File: config.mk
export PLATFORM = sky130hd
export DESIGN_NAME = smt_ram
export DESIGN_NICKNAME = d
export VERILOG_FILES = /design/src/smt_ram.sv
export SDC_FILE = /design/constraint.sdc
export NUM_CORES = 1
export LEC_CHECK = 0
export BUFFER_PORTS_ARGS = -buffer_cell sky130_fd_sc_hd__buf_4
export CAP_MARGIN = 5
export CORE_AREA = 2 2 102 104
export DETAILED_ROUTE_END_ITERATION = 12
export DIE_AREA = 0 0 104 106
export PLACE_DENSITY = 0.73
export SYNTH_ARGS = -nofsm -noshare
export SYNTH_HDL_FRONTEND = slang
export SYNTH_SLANG_ARGS = --single-unit
File: constraint.sdc
create_clock -name clock -period 2.1 [get_ports clock]
set_clock_uncertainty 0.1 [all_clocks]
set_input_delay 0.63 -clock clock [delete_from_list [all_inputs] [get_ports clock]]
set_output_delay 0.63 -clock clock [all_outputs]
set_load 0.005 [all_outputs]
File: src/smt_ram.sv
module smt_ram #(
   parameter int WIDTH = 8,
   parameter int DEPTH = 16,
   localparam int AW   = (DEPTH > 1) ? $clog2(DEPTH) : 1
) (
   input  logic             clock,
   input  logic             wr_en,
   input  logic [AW-1:0]    wr_addr,
   input  logic [WIDTH-1:0] wr_data,
   input  logic             rd_en,
   input  logic [AW-1:0]    rd_addr,
   output logic [WIDTH-1:0] rd_data
);

   logic [WIDTH-1:0] mem_ff [DEPTH];
   logic [WIDTH-1:0] rd_data_ff;

   always_ff @(posedge clock) begin
      if (wr_en) begin
         mem_ff[wr_addr] <= wr_data;
      end
      // read data holds until the next read
      if (rd_en) begin
         rd_data_ff <= mem_ff[rd_addr];
      end
   end

   assign rd_data = rd_data_ff;

endmodule

==> impl_table.tex <==
\begin{tabular}{lr}
\hline
Metric & Value \\
\hline
\multicolumn{2}{l}{\textbf{STA}} \\
\quad Actual transition at the worst max-transition pin & 0.726 ns \\
\quad Final critical-path setup slack & 0.281 ns \\
\quad Setup-violating endpoint count in the final report & 0 \\
\quad Total negative slack for setup checks & 0 ns \\
\quad Final Cycle Share & 86.6\% \\
\quad Worst slew margin relative to its limit & 51.5\% \\
\quad Max frequency & 550 MHz \\
\quad Number of hold violations in the final report & 0 \\
\quad Max-slew violation count & 0 \\
\quad Minimum clock period & 1.82 ns \\
\quad RSZ-0062 raised after global routing & no \\
\multicolumn{2}{l}{\textbf{Pwr}} \\
\quad Leakage & 2.19 nW \\
\quad Switching power summed over all nets & 1.23 mW \\
\quad Net switching fraction of the power & 19.0\% \\
\quad Proportion of power drawn by flip-flops and latches & 47.5\% \\
\quad P per Cell Area & 1010 nW/um\^{}2 \\
\quad Proportion of power drawn by the clock network & 47.7\% \\
\quad Cell internal power dissipation & 5.24 mW \\
\quad Max rail drop VDD & 0.442 mV \\
\quad Gate power share & 4.8\% \\
\multicolumn{2}{l}{\textbf{Synthesis}} \\
\quad Post-synthesis simple-gate area fraction & 3.14\% \\
\quad Count of yosys warnings during synthesis & 0 \\
\quad Xor-xnor portion of the synthesized cell area & 0\% \\
\quad Multiplexer area fraction after synthesis & 14.8\% \\
\quad Main combinational cell family by area after synthesis & multiplexers \\
\quad Fraction of the mapped netlist area in compound gates & 2.30\% \\
\quad Area of the mapped netlist & 5230 um\^{}2 \\
\quad Library cells used by synthesis & 18 \\
\quad Gate Count Post-Synth & 229 \\
\quad Sequential share of the synthesized area & 78.1\% \\
\quad Net Count, Synth & 248 \\
\quad Seq cells post-synth & 136 \\
\quad Adder-cell area share of the yosys netlist & 0\% \\
\quad Synth Area per Inst & 22.8 um\^{}2 \\
\multicolumn{2}{l}{\textbf{Global route}} \\
\quad Maximum number of pins on one net before global-route repair & 22 \\
\quad Global-route wire length before repair & 15100 um \\
\quad Antenna violations before repair & 0 \\
\quad Tot GR Track Use & 19.5\% \\
\quad Number of global-route vias before repair & 2629 \\
\quad Global-route congestion overflow total & 0 \\
\multicolumn{2}{l}{\textbf{Cells and area}} \\
\quad Layout cell share with drive strength beyond 1 & 33.9\% \\
\quad Number of filler instances in the final layout & 672 \\
\quad Final \#Nets & 310 \\
\quad Diodes inserted & 0 \\
\quad Footprint of the flip-flops and latches & 4080 um\^{}2 \\
\quad Area growth syn-to-layout & 22.4\% \\
\quad Multi-input combinational cell area & 1060 um\^{}2 \\
\multicolumn{2}{l}{\textbf{Clocking}} \\
\quad \# Post-CTS Setup Buffers & 0 \\
\quad TritonCTS clock tree & yes \\
\quad Total of hold buffers inserted after clock tree synthesis & 0 \\
\quad Post-CTS resize count & 0 \\
\quad Library cell used as clock root buffer & sky130\_fd\_sc\_hd\_\_clkbuf\_8 \\
\quad Reg clk slew, reported paths & 0.06 ns \\
\quad Insertion delay to the later sink of the worst-skew pair & 0.52 ns \\
\quad Maximum clock insertion buffer count & 2 \\
\quad CTS HTree Levels & 4 \\
\quad Number of buffers added by the clock tree synthesis step & 17 \\
\quad CTS Sinks & 136 \\
\multicolumn{2}{l}{\textbf{Placed design}} \\
\quad DP Worst Slack & -0.132 ns \\
\quad Post-detail-place hpwl & 6390 um \\
\quad Routability cong. & 0.793 \\
\quad I/O Buffers & 26 \\
\multicolumn{2}{l}{\textbf{Route}} \\
\quad Iteration count of the initial detailed-routing pass & 4 \\
\quad Total via count in the routed design & 2488 \\
\quad Total wire length after detailed routing & 9690 um \\
\quad Remaining routing DRC violations & 0 \\
\quad Initial drt markers & 213 \\
\quad Avg Vias per Cell & 5.65 \\
\quad Average routed wire per standard cell & 22.0 um \\
\quad Remaining number of nets flagged by the antenna check after routing & 0 \\
\multicolumn{2}{l}{\textbf{Critical path}} \\
\quad Cells along the critical path & buf\_4 \\
\quad Arrival time at the worst endpoint & 1.09 ns \\
\quad Critical path start-end classification & reg2out \\
\quad Nature of the critical path startpoint & flip-flop \\
\quad Critical Path Fanout Max & 1 \\
\quad WP buf/inv & 1 \\
\quad Cell family contributing the most delay on the critical path & flip-flops \\
\quad Sort of element at the end of the critical path & output pin \\
\quad Data required time at the worst endpoint & 1.37 ns \\
\quad Slowest stage cell, crit path & sky130\_fd\_sc\_hd\_\_edfxtp\_1 \\
\quad Slowest cell delay on critical path & 0.41 ns \\
\multicolumn{2}{l}{\textbf{Floorplanning}} \\
\quad Height of the die & 106 um \\
\quad Initial standard-cell utilization of the core & 52.3\% \\
\quad Die outline area & 11000 um\^{}2 \\
\quad Floorplan die width & 104 um \\
\quad Number of top-level design ports & 27 \\
\quad Core ar. & 10000 um\^{}2 \\
\quad FP Rows & 37 \\
\multicolumn{2}{l}{\textbf{Worst hold path}} \\
\quad Path type of the worst min-delay path & in2reg \\
\multicolumn{2}{l}{\textbf{Status}} \\
\quad Status & complete, no violations \\
\multicolumn{2}{l}{\textbf{Run}} \\
\quad Max-cap check violation count & 0 \\
\hline
\end{tabular}
-- Yosys cell counts --
library cell | instances | share of area (%)
sky130_fd_sc_hd__edfxtp_1 | 136 | 78
sky130_fd_sc_hd__mux4_2 | 18 | 7.8
sky130_fd_sc_hd__a22oi_1 | 16 | 2.3
sky130_fd_sc_hd__mux4_1 | 14 | 7.0
sky130_fd_sc_hd__nor2_1 | 13 | 0.93
sky130_fd_sc_hd__nand2_1 | 9 | 0.65
sky130_fd_sc_hd__nor3_1 | 4 | 0.38
sky130_fd_sc_hd__buf_2 | 3 | 0.29
sky130_fd_sc_hd__buf_6 | 3 | 0.65
sky130_fd_sc_hd__clkdlybuf4s25_2 | 3 | 0.57
sky130_fd_sc_hd__nand2b_1 | 2 | 0.24
sky130_fd_sc_hd__nand3b_1 | 2 | 0.29
sky130_fd_sc_hd__and2_1 | 1 | 0.12
sky130_fd_sc_hd__and2b_1 | 1 | 0.14
sky130_fd_sc_hd__buf_4 | 1 | 0.14
sky130_fd_sc_hd__nand3_1 | 1 | 0.096
sky130_fd_sc_hd__nor2b_1 | 1 | 0.12
sky130_fd_sc_hd__or3b_2 | 1 | 0.17
-- cell families (layout without fill, tap and decap cells) --
kind of cell / Yosys count / after routing
DFF: 136 / 136
buffers and inverters: 10 / 85
muxes: 32 / 32
and+or+nand+nor: 35 / 35
AOI/OAI and AO/OA: 16 / 16
-- layout by cell type, fill, tap and decap left out --
master	synthesis	layout
sky130_fd_sc_hd__nand3b_1	2	2
sky130_fd_sc_hd__mux4_1	14	14
sky130_fd_sc_hd__bufinv_16	0	5
sky130_fd_sc_hd__clkbuf_16	0	16
sky130_fd_sc_hd__nand3_1	1	1
sky130_fd_sc_hd__nand2_1	9	9
sky130_fd_sc_hd__nor3_1	4	3
sky130_fd_sc_hd__nor3_2	0	1
sky130_fd_sc_hd__clkinv_4	0	1
sky130_fd_sc_hd__nor2b_1	1	1
sky130_fd_sc_hd__mux4_2	18	18
sky130_fd_sc_hd__clkinv_1	0	1
sky130_fd_sc_hd__clkinvlp_4	0	3
sky130_fd_sc_hd__buf_12	0	5
sky130_fd_sc_hd__buf_4	1	48
sky130_fd_sc_hd__and2b_1	1	1
sky130_fd_sc_hd__nand2b_1	2	2
sky130_fd_sc_hd__clkinv_2	0	4
sky130_fd_sc_hd__a22oi_1	16	16
sky130_fd_sc_hd__clkbuf_8	0	1
sky130_fd_sc_hd__and2_1	1	1
sky130_fd_sc_hd__edfxtp_1	136	136
sky130_fd_sc_hd__clkbuf_1	0	1
sky130_fd_sc_hd__nor2_1	13	13
sky130_fd_sc_hd__or3b_2	1	1
-- state kept, by name (all words and copies together), names as in the netlist --
signal	flops
mem_ff	128
rd_data	8
-- path summary, 6_finish.rpt --
check | slack, ns | from | endpoint | cells past startpoint
setup / recovery | 0.28 | rd_data[4] | rd_data[4] | 1
hold / removal | 0.32 | wr_data[1] | mem_ff[15][1] | 1
setup reg to reg | 0.48 | mem_ff[4][0] | rd_data[0] | 3
hold reg to reg | 0.65 | mem_ff[15][4] | rd_data[4] | 3
-- layout make-up --
type | count | share of cell area, %
flip-flops and latches | 136 | 63.8
repair buffers | 53 | 7.19
multi-input cells | 83 | 16.6
well taps | 136 | 2.66
clock buffers | 18 | 6.53
clock inverters | 14 | 3.21
-- power groups by stage --
stage | Clock, mW | Sequential, mW | Combinational (mW)
5_1_grt | 3.24 | 3.08 | 0.337
4_1_cts | 3.11 | 3.08 | 0.315
3_3_place_gp | 0 | 3.13 | 0.304
3_5_place_dp | 0 | 3.13 | 0.314
2_1_floorplan | 0 | 3.13 | 0.155
6_report | 3.08 | 3.07 | 0.311
-- stage by stage --
step	power (mW)	hold WS [ns]	instances	utilization (%)	instance area, um^2
after CTS	6.50	0.302	440	64.0	6400
after global routing	6.65	0.301	440	64.0	6400
after detailed placement	3.45	0.643	408	57.8	5780
final	6.47	0.317	440	64.0	6400
after global placement	3.43	0.615	408	57.8	5780
after floorplan	3.28	0.605	229	-	5230
-- metal layers --
metal / vias to the layer above / global-route usage [%] / wire [um]
met3: 10 / 6.19 / 457
met2: 73 / 32.7 / 5150
met5: - / 0 / 0
met4: 0 / 7.05 / 130
met1: 1299 / 24.3 / 3950
li1: 1106 / - / -
Note: power is estimated with default switching activity, not from simulation.
